$ cat config.mk
export PLATFORM = sky130hd
export DESIGN_NAME = pid_position_or_incremental_top
export DESIGN_NICKNAME = d
export VERILOG_FILES = /design/src/rtl/pid_poi_pkg.sv /design/src/rtl/pid_position_or_incremental_top.sv
export SDC_FILE = /design/constraint.sdc
export NUM_CORES = 2
export LEC_CHECK = 0
export BUFFER_PORTS_ARGS = -buffer_cell sky130_fd_sc_hd__buf_2
export CAP_MARGIN = 10
export CORE_ASPECT_RATIO = 2
export CORE_MARGIN = 3
export CORE_UTILIZATION = 60
export CTS_CLUSTER_DIAMETER = 40
export DETAILED_ROUTE_END_ITERATION = 8
export PLACE_DENSITY = 0.76
export SKIP_LAST_GASP = 1
export SLEW_MARGIN = 40
export SYNTH_ARGS = -nofsm -noshare
export SYNTH_HDL_FRONTEND = slang
export SYNTH_SLANG_ARGS = --single-unit
$ cat constraint.sdc
create_clock -name clk -period 33.7 [get_ports clk]
set_input_delay 6.74 -clock clk [delete_from_list [all_inputs] [get_ports clk]]
set_output_delay 6.74 -clock clk [all_outputs]
set_load 0.01 [all_outputs]
$ cat src/rtl/pid_poi_pkg.sv
// ----------------------------------------------------------------------------
// pid_poi_pkg
// Shared widths, defaults and register indexes for the PID controller block.
// ----------------------------------------------------------------------------
`default_nettype none

package pid_poi_pkg;

    // Defaults for the top-level parameters.
    localparam int SAMPLE_WIDTH_DEF   = 16;
    localparam int GAIN_FRAC_BITS_DEF = 8;

    // Fixed field widths.
    localparam int GAIN_WIDTH      = 16;
    localparam int LIMIT_WIDTH     = 31;
    localparam int OUT_WIDTH       = 32;
    localparam int CFG_INDEX_WIDTH = 3;
    localparam int CFG_DATA_WIDTH  = 31;

    // Weight of the previous error in the second difference.
    localparam int DELTA_WEIGHT = 2;

    // Configuration register indexes.
    localparam logic [CFG_INDEX_WIDTH-1:0] REG_LOOP_FORM      = 3'd0;
    localparam logic [CFG_INDEX_WIDTH-1:0] REG_MAX_OUTPUT     = 3'd1;
    localparam logic [CFG_INDEX_WIDTH-1:0] REG_INTEGRAL_LIMIT = 3'd2;
    localparam logic [CFG_INDEX_WIDTH-1:0] REG_GAIN_P         = 3'd3;
    localparam logic [CFG_INDEX_WIDTH-1:0] REG_GAIN_I         = 3'd4;
    localparam logic [CFG_INDEX_WIDTH-1:0] REG_GAIN_D         = 3'd5;

    // Loop form codes.
    localparam logic FORM_POSITIONAL  = 1'b0;
    localparam logic FORM_INCREMENTAL = 1'b1;

endpackage

`default_nettype wire

$ cat src/rtl/pid_position_or_incremental_top.sv
// ----------------------------------------------------------------------------
// pid_position_or_incremental_top
// Fixed-point PID controller with positional and incremental loop forms.
// ----------------------------------------------------------------------------
// Usage: each input beat carries one measured sample and one target. A beat
// is taken on a rising edge where in_valid is high and in_stall is low. The
// block forms error = target - measured and returns one control_out beat per
// input beat on the output channel, taken where out_valid is high and
// out_stall is low.
// The beat lands in an input register, then one pass of logic (three Q8.8
// gain multiplies, floor shift, sums and symmetric clamps) writes the result
// register and the controller state together. Throughput is one beat per
// cycle while out_stall is low; the limit is that single pass, since the
// error history, integral and previous output are all updated in it.
// When the receiver stalls, the result register holds its beat and the input
// register keeps the next one; in_stall rises only once both are full.
// Reset clears the configuration, the state and both valid flags. Any write
// to a known register index also clears error history, integral and previous
// output. Users must make writes while the block is idle; it does not check.
// ----------------------------------------------------------------------------
`default_nettype none

module pid_position_or_incremental_top #(
    parameter int SAMPLE_WIDTH   = pid_poi_pkg::SAMPLE_WIDTH_DEF,
    parameter int GAIN_FRAC_BITS = pid_poi_pkg::GAIN_FRAC_BITS_DEF
) (
    input  wire logic                                     clk,
    input  wire logic                                     rst_n,
    // Input channel.
    input  wire logic                                     in_valid,
    output logic                                          in_stall,
    input  wire logic signed [SAMPLE_WIDTH-1:0]           measured,
    input  wire logic signed [SAMPLE_WIDTH-1:0]           target,
    // Output channel.
    output logic                                          out_valid,
    input  wire logic                                     out_stall,
    output logic signed [pid_poi_pkg::OUT_WIDTH-1:0]      control_out,
    // Configuration write port.
    input  wire logic                                     cfg_wr_en,
    input  wire logic [pid_poi_pkg::CFG_INDEX_WIDTH-1:0]  cfg_index,
    input  wire logic [pid_poi_pkg::CFG_DATA_WIDTH-1:0]   cfg_data
);
    import pid_poi_pkg::*;

    // Error is one bit wider than a sample; the second difference two more.
    localparam int EW = SAMPLE_WIDTH + 1;
    localparam int DW = SAMPLE_WIDTH + 3;
    // Exact product of a gain and the widest difference.
    localparam int PW = GAIN_WIDTH + DW;
    // Sum width holds four terms of the wider of a product and a 32-bit value.
    localparam int SW = ((PW > OUT_WIDTH) ? PW : OUT_WIDTH) + 3;

    // Configuration registers.
    logic                           loop_form_reg;
    logic [LIMIT_WIDTH-1:0]         max_output_reg;
    logic [LIMIT_WIDTH-1:0]         integral_limit_reg;
    logic signed [GAIN_WIDTH-1:0]   gain_p_reg;
    logic signed [GAIN_WIDTH-1:0]   gain_i_reg;
    logic signed [GAIN_WIDTH-1:0]   gain_d_reg;
    logic                           cfg_hit;

    // Controller state.
    logic signed [EW-1:0]           err_prev_reg;
    logic signed [EW-1:0]           err_prev2_reg;
    logic signed [OUT_WIDTH-1:0]    integral_acc_reg;
    logic signed [OUT_WIDTH-1:0]    prev_output_reg;

    // Input register.
    logic                           s1_valid_reg;
    logic signed [SAMPLE_WIDTH-1:0] s1_measured_reg;
    logic signed [SAMPLE_WIDTH-1:0] s1_target_reg;

    logic                           in_take;
    logic                           advance;

    // Datapath.
    logic signed [EW-1:0]           err;
    logic signed [DW-1:0]           diff1;
    logic signed [DW-1:0]           diff2;
    logic signed [DW-1:0]           p_operand;
    logic signed [DW-1:0]           d_operand;
    logic signed [PW-1:0]           p_prod;
    logic signed [PW-1:0]           i_prod;
    logic signed [PW-1:0]           d_prod;
    logic signed [SW-1:0]           p_term;
    logic signed [SW-1:0]           i_term;
    logic signed [SW-1:0]           d_term;
    logic signed [SW-1:0]           i_pre_clamp;
    logic signed [SW-1:0]           i_clamped;
    logic signed [SW-1:0]           out_pre_clamp;
    logic signed [SW-1:0]           out_clamped;
    logic signed [SW-1:0]           ilim;
    logic signed [SW-1:0]           olim;
    logic signed [OUT_WIDTH-1:0]    result_next;
    logic signed [OUT_WIDTH-1:0]    integral_next;

    // Handshake: the result register frees up when empty or being taken,
    // and the input register moves on when it is empty or advancing.
    assign advance  = s1_valid_reg && (!out_valid || !out_stall);
    assign in_stall = s1_valid_reg && !advance;
    assign in_take  = in_valid && !in_stall;

    always_ff @(posedge clk or negedge rst_n)
    begin
        if (!rst_n)
        begin
            s1_valid_reg <= 1'b0;
            out_valid    <= 1'b0;
        end
        else
        begin
            if (in_take)
            begin
                s1_valid_reg <= 1'b1;
            end
            else if (advance)
            begin
                s1_valid_reg <= 1'b0;
            end

            if (advance)
            begin
                out_valid <= 1'b1;
            end
            else if (!out_stall)
            begin
                out_valid <= 1'b0;
            end
        end
    end

    always_ff @(posedge clk)
    begin
        if (in_take)
        begin
            s1_measured_reg <= measured;
            s1_target_reg   <= target;
        end
        if (advance)
        begin
            control_out <= result_next;
        end
    end

    // Error and its first and second differences.
    assign err   = EW'(s1_target_reg) - EW'(s1_measured_reg);
    assign diff1 = DW'(err) - DW'(err_prev_reg);
    assign diff2 = DW'(err) - DW'(err_prev_reg) * signed'(DW'(DELTA_WEIGHT))
                   + DW'(err_prev2_reg);

    // The proportional and derivative gains see different differences in
    // the two loop forms; the integral gain always sees the raw error.
    assign p_operand = (loop_form_reg == FORM_INCREMENTAL) ? diff1 : DW'(err);
    assign d_operand = (loop_form_reg == FORM_INCREMENTAL) ? diff2 : diff1;

    assign p_prod = PW'(gain_p_reg) * PW'(p_operand);
    assign i_prod = PW'(gain_i_reg) * PW'(err);
    assign d_prod = PW'(gain_d_reg) * PW'(d_operand);

    // Arithmetic shift right rounds toward minus infinity.
    assign p_term = SW'(p_prod >>> GAIN_FRAC_BITS);
    assign i_term = SW'(i_prod >>> GAIN_FRAC_BITS);
    assign d_term = SW'(d_prod >>> GAIN_FRAC_BITS);

    assign ilim = signed'(SW'(integral_limit_reg));
    assign olim = signed'(SW'(max_output_reg));

    // Positional form clamps the running integral; incremental form clamps
    // only this sample's integral term.
    assign i_pre_clamp = (loop_form_reg == FORM_INCREMENTAL) ? i_term
                         : SW'(integral_acc_reg) + i_term;

    always_comb
    begin
        if (i_pre_clamp > ilim)
        begin
            i_clamped = ilim;
        end
        else if (i_pre_clamp < -ilim)
        begin
            i_clamped = -ilim;
        end
        else
        begin
            i_clamped = i_pre_clamp;
        end
    end

    assign out_pre_clamp = p_term + i_clamped + d_term
                           + ((loop_form_reg == FORM_INCREMENTAL)
                              ? SW'(prev_output_reg) : SW'(0));

    always_comb
    begin
        if (out_pre_clamp > olim)
        begin
            out_clamped = olim;
        end
        else if (out_pre_clamp < -olim)
        begin
            out_clamped = -olim;
        end
        else
        begin
            out_clamped = out_pre_clamp;
        end
    end

    assign result_next   = out_clamped[OUT_WIDTH-1:0];
    assign integral_next = (loop_form_reg == FORM_INCREMENTAL) ? integral_acc_reg
                           : i_clamped[OUT_WIDTH-1:0];

    // Only the six known indexes take effect and clear the state.
    always_comb
    begin
        case (cfg_index)
            REG_LOOP_FORM,
            REG_MAX_OUTPUT,
            REG_INTEGRAL_LIMIT,
            REG_GAIN_P,
            REG_GAIN_I,
            REG_GAIN_D: cfg_hit = cfg_wr_en;
            default:    cfg_hit = 1'b0;
        endcase
    end

    always_ff @(posedge clk or negedge rst_n)
    begin
        if (!rst_n)
        begin
            loop_form_reg      <= FORM_POSITIONAL;
            max_output_reg     <= '0;
            integral_limit_reg <= '0;
            gain_p_reg         <= '0;
            gain_i_reg         <= '0;
            gain_d_reg         <= '0;
        end
        else if (cfg_wr_en)
        begin
            case (cfg_index)
                REG_LOOP_FORM:      loop_form_reg      <= cfg_data[0];
                REG_MAX_OUTPUT:     max_output_reg     <= cfg_data[LIMIT_WIDTH-1:0];
                REG_INTEGRAL_LIMIT: integral_limit_reg <= cfg_data[LIMIT_WIDTH-1:0];
                REG_GAIN_P:         gain_p_reg         <= cfg_data[GAIN_WIDTH-1:0];
                REG_GAIN_I:         gain_i_reg         <= cfg_data[GAIN_WIDTH-1:0];
                REG_GAIN_D:         gain_d_reg         <= cfg_data[GAIN_WIDTH-1:0];
                default:            ;
            endcase
        end
    end

    // State moves with each beat that enters the result register.
    always_ff @(posedge clk or negedge rst_n)
    begin
        if (!rst_n)
        begin
            err_prev_reg     <= '0;
            err_prev2_reg    <= '0;
            integral_acc_reg <= '0;
            prev_output_reg  <= '0;
        end
        else if (cfg_hit)
        begin
            err_prev_reg     <= '0;
            err_prev2_reg    <= '0;
            integral_acc_reg <= '0;
            prev_output_reg  <= '0;
        end
        else if (advance)
        begin
            err_prev_reg     <= err;
            err_prev2_reg    <= err_prev_reg;
            integral_acc_reg <= integral_next;
            prev_output_reg  <= result_next;
        end
    end

endmodule

`default_nettype wire
==> flow_metrics.tcl <==
set metrics [dict create \
    io_buffers 104 \
    slew_viol_final 0 \
    tritoncts "done" \
    tns_ns 0 \
    layout_common_cells "inv_1, fa_1, nand2_1" \
    syn2layout_area_growth_pct 6.08 \
    r2r_slack_ns 11.09 \
    synthDistinctLibCells 84 \
    firstDrtPassIters 6 \
    arrival_ns 22.94 \
    cts.path.max_buffers 3 \
    finalCritPeriodShare_pct 67.1 \
    drt-wirelength-per-cell_um 23.2 \
    max_slew.worst_pin.slew_ns 0.915 \
    netlist_area_um2 55500 \
    hold_ws_ns 0.502 \
    layout_min_cycle_time_ns 22.61 \
    r2r_end "control_out[13]" \
    path_buf_inv 10 \
    fillers 7624 \
    cap_violations 0 \
    root_buffer "clkbuf_16" \
    fmax_ghz 0.0442 \
    grt_overflow 0 \
    dp_hpwl_mm 139 \
    post_cts_resized 0 \
    endpoint_kind "register" \
    maxSlewHeadroom_pct 39.0 \
    crit_family "compound AO/OA/AOI/OAI gates" \
    drive_above_1_share_pct 6.77 \
    place.gp.congestion 1.01 \
    grt_pass1_vias 48600 \
    cts_buffers 41 \
    hold_buffers 0 \
    clock_skew_ns 0.0186 \
    die_h_um 436 \
    synth_seq_cells 275 \
    grt_max_degree 95 \
    clkTransAtPathRegs_ns 0.06 \
    reg2regPathDepth 88 \
    syn-num-nets 7780 \
    required_ns 34.03 \
    die_area_um2 96400 \
    setup_viol_count_final 0 \
    drtIter0Drc 2957 \
    rows 157 \
    status "finished clean" \
    io-pin-count 105 \
    antenna_found_initial 6 \
    grt_pass1_wl_mm 267 \
    rsz0062_at_grt "false" \
    cp_num_cells 88 \
    crit_path_top_delay_cell "nor2_1" \
    wirelength_mm 172 \
    ys_warn_count 0 \
    initial_utilization_pct 60.5 \
    syn_avg_cell_area_um2 8.89 \
    r2r-start "s1_target_reg[0]" \
    finalHoldViolCount 0 \
    core-area_um2 91700 \
    async_flop_share_pct 76.7 \
    route.vias.total 44600 \
    hold_class "reg2reg" \
    synth-edff-count 64 \
    cts.sink_count 275 \
    crit_top_cell "a21oi_1" \
    cp_max_fo 25 \
    synth_cells 6241 \
    final_common_cell "inv_1" \
    crit_start "s1_target_reg[0]" \
    die_w_um 221 \
    worst_setup_path_start_kind "register" \
    slowest_delay_ns 0.61 \
    vias_per_cell 5.99 \
    crit_type "reg2reg" \
    synth_flop_cell "dfrtp_1" \
    grt_usage_pct 36.3 \
    insertion_delay_ns 0.60 \
    cts_max_level 2 \
    ys_seq_area_share_pct 13.0 \
    drtAntennaViolNets 0 \
    nNetsFinal 7755 \
    post_cts_buffers 0 \
    drc_errors 0 \
    cp-endpoint "control_out[13]" \
]
==> cells in the mapped netlist (20+ instances only) <==
library cell	instances	area, um^2
or3_1	20	125
clkbuf_1	213	800
a21o_1	88	661
mux2i_1	21	210
nor2_1	236	886
fa_1	966	19300
and3_1	22	138
mux2_2	74	833
nand4_1	31	194
nand2_1	867	3250
a31oi_1	29	181
edfxtp_1	64	1920
and2_1	329	2060
o21a_1	61	458
or2_2	36	225
o21ai_0	291	1460
ha_1	502	6280
inv_1	1169	4390
dfrtp_1	211	5280
xor2_1	56	490
nor2b_1	64	400
a21oi_1	271	1360
nand2b_1	38	238
nor3_1	91	455
xnor2_1	181	1590
nand3_1	44	220
==> cell type report <==
| class | count | area, um^2 | share of cell area (%) |
|---|---|---|---|
| multi-input cells | 4554 | 43200 | 73.4 |
| flip-flops and latches | 275 | 7220 | 12.3 |
| inverters | 1173 | 4410 | 7.48 |
| well taps | 1192 | 1490 | 2.53 |
| clock buffers | 48 | 1130 | 1.91 |
| repair buffers | 171 | 1080 | 1.83 |
| clock inverters | 28 | 304 | 0.516 |
| diodes | 6 | 15.0 | 0.0255 |
==> per-layer routing <==
layer  GRT usage [%]  wire [um]  up-vias
li1                -          -    19600
met1            36.0      52400    22200
met2            64.4      88800     1890
met3            5.23      10600      888
met4            34.3      20600        0
met5               0          0        -
==> cell families after synthesis <==
family	after synthesis	synth area share, %
xor gates and xnor gates	238	3.77
muxes	98	1.95
buffers and inverters	1412	9.58
DFF	275	13.0
and+or+nand+nor	1812	15.3
adders and majority gates	1471	46.2
AOI/OAI and AO/OA	935	10.3
==> metrics by stage <==
step	instances	setup WS (ns)	area, um^2	utilization [%]
2_1_floorplan	6241	13.97	55500	-
3_3_place_gp	7360	11.33	57300	62.5
3_5_place_dp	7363	11.22	57400	62.5
4_1_cts	7439	11.09	58800	64.1
5_1_grt	7442	9.58	58900	64.2
6_report	7447	11.09	58900	64.2
==> worst min-delay path, cell delays in order (launching register included) <==
cell and delay, ns:
dfrtp_1 0.35, nand2_1 0.05, o21ai_0 0.06
==> worst min-delay path by stage <==
stage	depth (start not counted)	to	slack, ns	from
after CTS	2	prev_output_reg[19]	0.51	prev_output_reg[19]
after global routing	2	prev_output_reg[17]	0.53	prev_output_reg[17]
after global placement	2	prev_output_reg[19]	0.48	prev_output_reg[19]
final	2	prev_output_reg[19]	0.50	prev_output_reg[19]
after detailed placement	2	prev_output_reg[19]	0.49	prev_output_reg[19]
after floorplan	2	prev_output_reg[17]	0.45	prev_output_reg[17]
Power is not shown: default switching activity piles up to over one toggle a cycle in this logic, so the estimate is an artifact.
